--- src/hw/rtl/tosr_pkg.sv ---
// Shared types and constants for the tagged operand stack.
// Holds beat structs, stack entry layout, operation and status codes.
// No dependencies.
package tosr_pkg;

  localparam int CNT_W = 13;

  // Operation codes carried in the kind field
  localparam logic [3:0] KIND_PUSH  = 4'd0;
  localparam logic [3:0] KIND_POP   = 4'd1;
  localparam logic [3:0] KIND_PEEK  = 4'd2;
  localparam logic [3:0] KIND_ROT   = 4'd3;
  localparam logic [3:0] KIND_SWAP  = 4'd4;
  localparam logic [3:0] KIND_DROP  = 4'd5;
  localparam logic [3:0] KIND_TEQ   = 4'd6;
  localparam logic [3:0] KIND_TMASK = 4'd7;
  localparam logic [3:0] KIND_VALID = 4'd8;

  // Result status codes
  localparam logic [1:0] ST_OK      = 2'd0;
  localparam logic [1:0] ST_ERR     = 2'd1;
  localparam logic [1:0] ST_IGNORED = 2'd2;
  localparam logic [1:0] ST_EMPTY   = 2'd3;

  // Handles of error entries
  localparam logic [31:0] ERR_TOO_FEW  = 32'd0;
  localparam logic [31:0] ERR_WRONG_TY = 32'd1;
  localparam logic [31:0] ERR_TOO_MANY = 32'd7;

  typedef struct packed {
    logic [31:0] handle;
    logic [4:0]  tag;
    logic [31:0] serial;
  } tosr_entry_t;

  typedef struct packed {
    logic [3:0]       kind;
    logic [31:0]      handle;
    logic [4:0]       tag;
    logic [31:0]      type_mask;
    logic [CNT_W-1:0] depth_arg;
  } tosr_in_t;

  typedef struct packed {
    logic [1:0]       status;
    logic [31:0]      handle_out;
    logic [4:0]       tag_out;
    logic [31:0]      serial_out;
    logic [CNT_W-1:0] item_count;
    logic             match;
  } tosr_out_t;

endpackage

--- src/hw/rtl/tosr_ram.sv ---
// Stack entry memory: one write port, one read port, registered read data.
// Depends on tosr_pkg for the entry layout.
module tosr_ram #(
  parameter int DEPTH = 64,
  parameter int AW    = 6
) (
  input  logic                 clk,
  input  logic                 we,
  input  logic [AW-1:0]        waddr,
  input  tosr_pkg::tosr_entry_t wdata,
  input  logic                 re,
  input  logic [AW-1:0]        raddr,
  output tosr_pkg::tosr_entry_t rdata
);

  tosr_pkg::tosr_entry_t mem [DEPTH];

  always_ff @(posedge clk) begin
    if (we) begin
      mem[waddr] <= wdata;
    end
  end

  // Hold read data unless a new read is issued
  always_ff @(posedge clk) begin
    if (re) begin
      rdata <= mem[raddr];
    end
  end

endmodule

--- src/hw/rtl/tagged_operand_stack_with_rotate_top.sv ---
// Tagged operand stack top: control sequencer, counters and result register.
// Depends on tosr_pkg and tosr_ram.
// The accept cycle reads the needed entry and S_EXEC registers the result beat; a rotate
// or swap shifts entries through S_ROT, one entry per cycle through the single memory
// write port, then S_ROTEND. Throughput: one item in flight; a beat is taken only after the
// last one retires, which can wait on out_ready. Reset (synchronous, rst high): count, push
// counter and error tag clear; memory stays undefined and unwritten read data is never used.
module tagged_operand_stack_with_rotate_top #(
  parameter int STACK_DEPTH = 64
) (
  input  logic                clk,
  input  logic                rst,
  input  logic                in_valid,
  output logic                in_ready,
  input  tosr_pkg::tosr_in_t  in_data,
  output logic                out_valid,
  input  logic                out_ready,
  output tosr_pkg::tosr_out_t out_data,
  input  logic                cfg_we,
  input  logic [4:0]          cfg_wdata
);

  localparam int AW = (STACK_DEPTH > 1) ? $clog2(STACK_DEPTH) : 1;
  localparam int CW = tosr_pkg::CNT_W;
  // Above this count a push is discarded
  localparam logic [CW-1:0] NEAR_FULL = CW'(STACK_DEPTH - 5);
  // Below this count there is still room for the too-many error entry
  localparam logic [CW-1:0] ERR_ROOM  = CW'(STACK_DEPTH - 2);

  typedef enum logic [3:0] {
    S_IDLE   = 4'b0001,
    S_EXEC   = 4'b0010,
    S_ROT    = 4'b0100,
    S_ROTEND = 4'b1000
  } state_t;

  state_t                state;
  logic [CW-1:0]         count;
  logic [31:0]           push_total;
  logic [4:0]            error_tag;
  tosr_pkg::tosr_in_t    op;
  tosr_pkg::tosr_entry_t save;
  logic [AW-1:0]         wr_ptr;
  logic [AW-1:0]         top_ptr;

  // Memory port
  logic                  mem_we;
  logic [AW-1:0]         mem_waddr;
  tosr_pkg::tosr_entry_t mem_wdata;
  logic                  mem_re;
  logic [AW-1:0]         mem_raddr;
  tosr_pkg::tosr_entry_t rd_data;

  // Execute-stage decisions
  logic                  acc;
  logic                  out_free;
  logic                  out_load;
  logic [CW-1:0]         acc_addr;
  tosr_pkg::tosr_out_t   res;
  logic [CW-1:0]         count_next;
  logic [31:0]           total_next;
  logic                  push_do;
  logic [31:0]           push_h;
  logic [4:0]            push_t;
  logic                  ex_we;
  tosr_pkg::tosr_entry_t ex_wdata;
  logic                  go_rot;
  logic [CW-1:0]         rot_n;
  logic [CW-1:0]         rot_base;
  logic                  rot_last;
  tosr_pkg::tosr_out_t   rot_res;

  assign in_ready = (state == S_IDLE);
  assign acc      = in_valid && in_ready;
  assign out_free = !out_valid || out_ready;
  assign rot_last = ((wr_ptr + AW'(1)) == top_ptr);
  // A result beat is loaded when an execute step or a shift retires
  assign out_load = out_free && ((state == S_EXEC && !go_rot) || state == S_ROTEND);

  // Address of the entry each operation needs, read in the accept cycle
  always_comb begin
    unique case (in_data.kind)
      tosr_pkg::KIND_PEEK: acc_addr = count - CW'(1) - in_data.depth_arg;
      tosr_pkg::KIND_ROT:  acc_addr = count - in_data.depth_arg;
      tosr_pkg::KIND_SWAP: acc_addr = count - CW'(2);
      default:             acc_addr = count - CW'(1);
    endcase
  end

  // Work out the result and state update from the read entry
  always_comb begin
    res        = '0;
    count_next = count;
    total_next = push_total;
    push_do    = 1'b0;
    push_h     = '0;
    push_t     = '0;
    go_rot     = 1'b0;
    rot_n      = op.depth_arg;
    ex_we      = 1'b0;
    ex_wdata   = '0;

    unique case (op.kind)
      tosr_pkg::KIND_PUSH: begin
        push_do = 1'b1;
        push_h  = op.handle;
        push_t  = op.tag;
      end
      tosr_pkg::KIND_POP: begin
        if (count == '0) begin
          push_do    = 1'b1;
          push_h     = tosr_pkg::ERR_TOO_FEW;
          push_t     = error_tag;
          res.status = tosr_pkg::ST_ERR;
        end else begin
          count_next     = count - CW'(1);
          res.handle_out = rd_data.handle;
          res.tag_out    = rd_data.tag;
          res.serial_out = rd_data.serial;
        end
      end
      tosr_pkg::KIND_PEEK: begin
        if (op.depth_arg < count) begin
          res.handle_out = rd_data.handle;
          res.tag_out    = rd_data.tag;
          res.serial_out = rd_data.serial;
        end else begin
          res.status = tosr_pkg::ST_EMPTY;
        end
      end
      tosr_pkg::KIND_ROT: begin
        if (op.depth_arg < CW'(2)) begin
          res.status = tosr_pkg::ST_IGNORED;
        end else if (count < op.depth_arg) begin
          push_do    = 1'b1;
          push_h     = tosr_pkg::ERR_TOO_FEW;
          push_t     = error_tag;
          res.status = tosr_pkg::ST_ERR;
        end else begin
          go_rot = 1'b1;
        end
      end
      tosr_pkg::KIND_SWAP: begin
        rot_n = CW'(2);
        if (count < CW'(2)) begin
          push_do    = 1'b1;
          push_h     = tosr_pkg::ERR_TOO_FEW;
          push_t     = error_tag;
          res.status = tosr_pkg::ST_ERR;
        end else begin
          go_rot = 1'b1;
        end
      end
      tosr_pkg::KIND_DROP: begin
        if (count == '0) begin
          push_do    = 1'b1;
          push_h     = tosr_pkg::ERR_TOO_FEW;
          push_t     = error_tag;
          res.status = tosr_pkg::ST_ERR;
        end else begin
          count_next = count - CW'(1);
        end
      end
      tosr_pkg::KIND_TEQ: begin
        if (count == '0) begin
          res.status = tosr_pkg::ST_EMPTY;
        end else begin
          res.match = (rd_data.tag == op.tag);
        end
      end
      tosr_pkg::KIND_TMASK: begin
        if (count == '0) begin
          res.status = tosr_pkg::ST_EMPTY;
        end else begin
          res.match = op.type_mask[rd_data.tag];
        end
      end
      tosr_pkg::KIND_VALID: begin
        if (count == '0) begin
          push_do    = 1'b1;
          push_h     = tosr_pkg::ERR_TOO_FEW;
          push_t     = error_tag;
          res.status = tosr_pkg::ST_ERR;
        end else if (op.type_mask[rd_data.tag]) begin
          res.match = 1'b1;
        end else begin
          push_do    = 1'b1;
          push_h     = tosr_pkg::ERR_WRONG_TY;
          push_t     = error_tag;
          res.status = tosr_pkg::ST_ERR;
        end
      end
      default: begin
        res.status = tosr_pkg::ST_EMPTY;
      end
    endcase

    // Shared push path for user entries and error entries
    if (push_do) begin
      if (count > NEAR_FULL) begin
        // Discarded entry still takes a serial; replace it by too-many if room
        res.status = tosr_pkg::ST_ERR;
        if (count < ERR_ROOM) begin
          total_next = push_total + 32'd2;
          ex_we      = 1'b1;
          ex_wdata   = '{handle: tosr_pkg::ERR_TOO_MANY, tag: error_tag,
                         serial: push_total + 32'd2};
          count_next = count + CW'(1);
        end else begin
          total_next = push_total + 32'd1;
        end
      end else begin
        total_next = push_total + 32'd1;
        ex_we      = 1'b1;
        ex_wdata   = '{handle: push_h, tag: push_t, serial: push_total + 32'd1};
        count_next = count + CW'(1);
      end
    end

    res.item_count = count_next;
  end

  assign rot_base = count - rot_n;

  always_comb begin
    rot_res            = '0;
    rot_res.status     = tosr_pkg::ST_OK;
    rot_res.item_count = count;
  end

  // Memory port steering by sequencer state
  always_comb begin
    mem_we    = 1'b0;
    mem_waddr = '0;
    mem_wdata = '0;
    mem_re    = 1'b0;
    mem_raddr = '0;
    unique case (state)
      S_IDLE: begin
        mem_re    = acc;
        mem_raddr = acc_addr[AW-1:0];
      end
      S_EXEC: begin
        mem_we    = ex_we && out_free;
        mem_waddr = count[AW-1:0];
        mem_wdata = ex_wdata;
        mem_re    = go_rot;
        mem_raddr = rot_base[AW-1:0] + AW'(1);
      end
      S_ROT: begin
        // Move entry wr_ptr+1 down one place, fetch the one after
        mem_we    = 1'b1;
        mem_waddr = wr_ptr;
        mem_wdata = rd_data;
        mem_re    = !rot_last;
        mem_raddr = wr_ptr + AW'(2);
      end
      S_ROTEND: begin
        // Drop the saved bottom entry onto the top
        mem_we    = 1'b1;
        mem_waddr = top_ptr;
        mem_wdata = save;
      end
      default: begin
        mem_we = 1'b0;
      end
    endcase
  end

  tosr_ram #(
    .DEPTH (STACK_DEPTH),
    .AW    (AW)
  ) u_ram (
    .clk   (clk),
    .we    (mem_we),
    .waddr (mem_waddr),
    .wdata (mem_wdata),
    .re    (mem_re),
    .raddr (mem_raddr),
    .rdata (rd_data)
  );

  // Control state
  always_ff @(posedge clk) begin
    if (rst) begin
      state      <= S_IDLE;
      count      <= '0;
      push_total <= '0;
      error_tag  <= '0;
      out_valid  <= 1'b0;
    end else begin
      if (cfg_we) begin
        error_tag <= cfg_wdata;
      end
      // Raise valid on a new result, drop it once the beat is taken
      if (out_load) begin
        out_valid <= 1'b1;
      end else if (out_ready) begin
        out_valid <= 1'b0;
      end
      unique case (state)
        S_IDLE: begin
          if (acc) begin
            state <= S_EXEC;
          end
        end
        S_EXEC: begin
          if (go_rot) begin
            state <= S_ROT;
          end else if (out_free) begin
            count      <= count_next;
            push_total <= total_next;
            state      <= S_IDLE;
          end
        end
        S_ROT: begin
          if (rot_last) begin
            state <= S_ROTEND;
          end
        end
        S_ROTEND: begin
          if (out_free) begin
            state <= S_IDLE;
          end
        end
        default: begin
          state <= S_IDLE;
        end
      endcase
    end
  end

  // Payload registers
  always_ff @(posedge clk) begin
    if (acc) begin
      op <= in_data;
    end
    if (state == S_EXEC && go_rot) begin
      save    <= rd_data;
      wr_ptr  <= rot_base[AW-1:0];
      top_ptr <= AW'(count - CW'(1));
    end
    if (state == S_ROT && !rot_last) begin
      wr_ptr <= wr_ptr + AW'(1);
    end
    if (state == S_EXEC && !go_rot && out_free) begin
      out_data <= res;
    end
    if (state == S_ROTEND && out_free) begin
      out_data <= rot_res;
    end
  end

  // The count never passes the too-many limit
  a_count_bound: assert property (@(posedge clk) disable iff (rst)
    count <= ERR_ROOM)
    else $error("stack count above limit");

  // An accepted beat always goes straight to the execute step
  a_accept_exec: assert property (@(posedge clk) disable iff (rst)
    acc |=> state == S_EXEC)
    else $error("accepted beat not executed");

  // Count moves only when an execute step retires
  a_count_commit: assert property (@(posedge clk) disable iff (rst)
    !(state == S_EXEC && !go_rot && out_free) |=> $stable(count))
    else $error("count changed outside commit");

  // The shift never writes at or above the top entry
  a_rot_bound: assert property (@(posedge clk) disable iff (rst)
    state == S_ROT |-> wr_ptr < top_ptr)
    else $error("rotate shift out of range");

endmodule

--- config.mk ---
export PLATFORM = sky130hd
export DESIGN_NAME = tagged_operand_stack_with_rotate_top
export DESIGN_NICKNAME = d
export VERILOG_FILES = /design/src/hw/rtl/tosr_pkg.sv /design/src/hw/rtl/tosr_ram.sv /design/src/hw/rtl/tagged_operand_stack_with_rotate_top.sv
export SDC_FILE = /design/constraint.sdc
export NUM_CORES = 2
export LEC_CHECK = 0
export BUFFER_PORTS_ARGS = -buffer_cell sky130_fd_sc_hd__buf_2
export CELL_PAD_IN_SITES_DETAIL_PLACEMENT = 1
export CELL_PAD_IN_SITES_GLOBAL_PLACEMENT = 1
export CORE_UTILIZATION = 58
export CTS_CLUSTER_SIZE = 8
export DETAILED_ROUTE_END_ITERATION = 12
export PLACE_DENSITY = 0.95
export SLEW_MARGIN = 30
export SYNTH_ARGS = -nofsm -noshare
export SYNTH_HDL_FRONTEND = slang
export SYNTH_MEMORY_MAX_BITS = 65536
export SYNTH_SLANG_ARGS = --single-unit
--- constraint.sdc ---
create_clock -name clk -period 17.35 [get_ports clk]
set_clock_uncertainty 0.1 [all_clocks]
set_input_delay 1.735 -clock clk [delete_from_list [all_inputs] [get_ports clk]]
set_output_delay 1.735 -clock clk [all_outputs]
set_load 0.02 [all_outputs]
==> impl_metrics.json, run 1 <==
{
  "syn_area_per_cell_sq_um": 15.9,
  "overflow": 67,
  "dpl.cell_count": 15900,
  "rows": 208,
  "cts_max_path_buffers": 4,
  "fp.dieH_um": 571,
  "lastStage": "5_1_grt",
  "gp_routability_congestion": 0.916,
  "ys.flop_type": "edfxtp_1",
  "dp_hpwl_um": 387000,
  "tool.error": "[ERROR GRT-0232] Routing congestion too high. Check the congestion heatmap in the GUI.",
  "status": "aborted with a tool error",
  "port_buffers": 182,
  "syn_nets": 11900,
  "synthArstFlopShare": 0,
  "syn_area_sq_mm": 0.188,
  "grt_start_max_net_pins": 205,
  "synth_seq_area_share": 0.760,
  "htree_levels": 6,
  "ys_types": 84,
  "cts_made_buffers": 669,
  "ctsResizeCount": 0,
  "clock-sinks": 4792,
  "yosysWarnings": 0,
  "synth_seq_cells": 4792,
  "start_util": 0.584,
  "track_usage": 0.715,
  "antenna_found_initial": 164,
  "synth_edf_count": 4665,
  "fp.dieW_um": 571,
  "post_cts_buffers": 0,
  "io_pins": 183,
  "root_buffer": "clkbuf_16",
  "syn_inst": 11800,
  "hold_buffers": 0
}
[through the flow]
step	instance area [sq um]	setup slack [ps]	hold WS (ps)
2_1_floorplan	188000	9540	328
3_3_place_gp	194000	8170	347
3_5_place_dp	195000	7850	350
4_1_cts	214000	7700	382
[cells in the mapped netlist, drive strengths merged, types with 6 or more instances]
master	instances	area (sq um)
nand3b	10	75.1
o31a	7	61.3
inv	64	240
dfxtp	127	2540
a32oi	23	201
nor3	86	440
mux4	411	9270
or4	9	67.6
nand4	44	275
or3	17	106
buf	375	1790
a221o	18	180
and4b	23	230
and4	35	307
o22ai	202	1260
o211a	33	330
nor2	189	722
nor2b	11	68.8
a2111oi	6	58.8
ha	35	438
xor2	40	350
or2	8	50.1
xnor2	31	272
nand3	921	4610
clkbuf	399	1500
a21oi	202	1010
a31oi	166	1040
a222oi	34	340
a21o	7	52.6
a22oi	195	1460
a22o	77	674
nand2	2118	7950
o21ai	210	1060
o211ai	38	285
nand2b	12	75.1
edfxtp	4665	140000
o221ai	13	114
o22a	9	78.8
and2	11	68.8
mux2i	397	3970
nor4	59	369
a211oi	77	583
a311oi	150	1330
and3	189	1180
[cells by family after synthesis]
family | share of synthesized area
compound gates | 0.0555
xor+xnor | 0.00331
fa+ha+maj | 0.00255
buf+inv | 0.0188
flops | 0.760
mux | 0.0707
simple gates | 0.0895
[per-layer routing]
layer / GRT usage / GRT overflow
met5: 0.452 / 6
met4: 0.708 / 26
met3: 0.648 / 26
met2: 0.825 / 8
met1: 0.688 / 1
==> inputs of run 2 (changes only) <==
--- a/config.mk
+++ b/config.mk
@@ -6,12 +6,9 @@
 export NUM_CORES = 2
 export LEC_CHECK = 0
 export BUFFER_PORTS_ARGS = -buffer_cell sky130_fd_sc_hd__buf_2
-export CELL_PAD_IN_SITES_DETAIL_PLACEMENT = 1
-export CELL_PAD_IN_SITES_GLOBAL_PLACEMENT = 1
-export CORE_UTILIZATION = 58
-export CTS_CLUSTER_SIZE = 8
+export CORE_UTILIZATION = 40
 export DETAILED_ROUTE_END_ITERATION = 12
-export PLACE_DENSITY = 0.95
+export PLACE_DENSITY_LB_ADDON = 0.15
 export SLEW_MARGIN = 30
 export SYNTH_ARGS = -nofsm -noshare
 export SYNTH_HDL_FRONTEND = slang
==> impl_metrics.json, run 2 <==
{
  "track_usage": 0.277,
  "finalPower_mw": 25.5,
  "syn_nets": 11900,
  "hold_class": "reg -> reg",
  "antenna_found_initial": 39,
  "via_per_inst": 6.17,
  "dieArea_sq_mm": 0.472,
  "fin_util": 0.458,
  "p_per_area_mw_per_mm2": 119,
  "max_freq_ghz": 0.124,
  "synthTopCellsByArea": "edfxtp_1 75%, mux4_2 4.9%, nand2_1 4.2%",
  "fin_crit_sh": 0.465,
  "yosys-top-cells-count": "4,665 x edfxtp_1, 2,118 x nand2_1, 921 x nand3_1",
  "clk_latency_ps": 1070,
  "top_register": "u_ram.mem",
  "cp-end-kind": "flip-flop",
  "yosysWarnings": 0,
  "worst_pin_slew_ps": 1110,
  "root_buffer": "clkbuf_16",
  "holdPathEnd": "out_data[84]",
  "core-area_sq_mm": 0.467,
  "gp_routability_congestion": 0.827,
  "synth_seq_cells": 4792,
  "fp.dieW_um": 687,
  "status": "completed",
  "top_regs": "u_ram.mem x4416, op x86, out_data x85",
  "post_layout_nonfiller_instances": 18800,
  "grt.met3_usage": 0.0510,
  "r2r_end": "u_ram.rdata[8]",
  "rsz0062_at_grt": "false",
  "start_util": 0.402,
  "slew_headroom": 0.258,
  "finalSetupViolCount": 0,
  "synth_top_area_frac": 0.746,
  "synth_edf_count": 4665,
  "synthArstFlopShare": 0,
  "grt_start_max_net_pins": 156,
  "first_global_vias": 110000,
  "ctsResizeCount": 0,
  "vias": 116000,
  "ys_types": 84,
  "drv_cap": 0,
  "drive_gt1_frac": 0.149,
  "hold_slack_ps": 353,
  "crit_path_start_kind": "input port",
  "finalCriticalPeriod_ps": 8060,
  "dr.pass1.iters": 7,
  "overflow": 0,
  "rows": 251,
  "grt.busiest_layer": "met2",
  "final_area_sq_mm": 0.214,
  "min_path_cells": 2,
  "cp.required_ps": 18040,
  "hold_violations": 0,
  "avgRoutedWirePerCell_um": 35.8,
  "placed_cell_area_sq_mm": 0.198,
  "met1_usage": 0.388,
  "mostFrequentLayoutCell": "edfxtp_1",
  "io_pins": 183,
  "route.detailed.drc": 0,
  "r2r_cells": 16,
  "layout_common_cells": "4,665 x edfxtp_1, 2,111 x nand2_1, 916 x nand3_1, 535 x clkbuf_16, 407 x mux4_2",
  "ir_drop_mv": 0.112,
  "clock-sinks": 4792,
  "cts_made_buffers": 518,
  "place_ws_ps": 8460,
  "yosysTopAreaCell": "edfxtp_1",
  "arrival_ps": 8760,
  "grt_use_met2": 0.437,
  "cts_max_path_buffers": 4,
  "htree_levels": 6,
  "critPathMaxFanout": 112,
  "area_growth_pct": 14.1,
  "syn_area_per_cell_sq_um": 15.9,
  "final_net_count": 12300,
  "r2r-start": "op[83]",
  "fp.dieH_um": 687,
  "grt_pass1_wl_um": 912000,
  "fin_tns_setup_ps": 0,
  "syn_area_sq_mm": 0.188,
  "ys.flop_type": "edfxtp_1",
  "postRouteAntennaNets": 0,
  "hp-start": "out_data[84]",
  "dpl.cell_count": 17800,
  "post_cts_buffers": 0,
  "p_leak_nw": 77.4,
  "port_buffers": 182,
  "yosysMostFrequentCell": "edfxtp_1",
  "routed_wl_um": 672000,
  "syn_inst": 11800,
  "largest_reg_flops": 4416,
  "clkTransAtPathRegs_ps": 60,
  "worst_slack_ps": 9290,
  "drt_iter0_drc": 17700,
  "cts_tree": "built",
  "synth_seq_area_share": 0.760,
  "hold_buffers": 0,
  "criticalPathCategory": "in -> reg",
  "drv_slew": 0,
  "dp_hpwl_um": 352000,
  "rrSetupSlack_ps": 9320
}
run 2: where the power goes:
| group | total (mW) | switching [mW] | leakage (nW) | internal (mW) |
|---|---|---|---|---|
| Clock | 10.7 | 4.59 | 7.87 | 6.12 |
| Combinational | 2.10 | 1.54 | 17.2 | 0.558 |
| Sequential | 12.7 | 0.106 | 52.3 | 12.6 |
| Total | 25.5 | 6.24 | 77.4 | 19.3 |
run 2: worst max-delay path: stages:
cell and delay [ps]:
buf_2 210, nor3b_1 550, nand2_1 270, xnor2_1 190
ha_1 270, nor4bb_1 410, a2111oi_2 170, a21oi_4 180
buf_4 500, buf_4 600, buf_4 770, buf_12 500
buf_4 790, mux4_2 590, a22oi_1 190, nand3_1 150
and4b_1 260
run 2: final cells by class:
| type | count | area (sq um) |
|---|---|---|
| fill | 40300 | 253000 |
| sequential | 4792 | 143000 |
| multi-input combinational | 6182 | 42700 |
| clock buffer | 665 | 14000 |
| tap | 6198 | 7750 |
| timing repair buffer | 609 | 4670 |
| clock inverter | 251 | 2160 |
| inverter | 64 | 245 |
| antenna | 13 | 32.5 |
run 2: worst max path at each step:
stage / startpoint / cells after the start / endpoint
CTS: op[83] / 16 / u_ram.rdata[8]
floorplan: out_ready / 6 / u_ram.mem[14][0]
global route: in_data[83] / 19 / u_ram.rdata[40]
global placement: in_data[83] / 19 / u_ram.rdata[19]
detailed placement: in_data[83] / 17 / u_ram.rdata[52]
finish: in_data[83] / 17 / u_ram.rdata[52]
run 2: metal layers:
metal | share of wire | up-vias
met5 | 0.00013 | -
met4 | 0.040 | 6
met3 | 0.10 | 1151
met2 | 0.46 | 6787
met1 | 0.40 | 61000
li1 | - | 46900
run 2: cells by family (layout without fill, tap and decap cells):
kind of cell	Yosys count	count (layout)	synth area share
flip-flops	4792	4792	0.760
AND/OR/NAND/NOR	3764	3764	0.0895
AO/OA/AOI/OAI	1500	1500	0.0555
buffers and inverters	838	1589	0.0188
multiplexers	810	810	0.0707
XOR/XNOR	71	71	0.00331
adder cells (fa/ha/maj)	37	37	0.00255
other	0	13	0
Power figures use the tool's default switching activity.
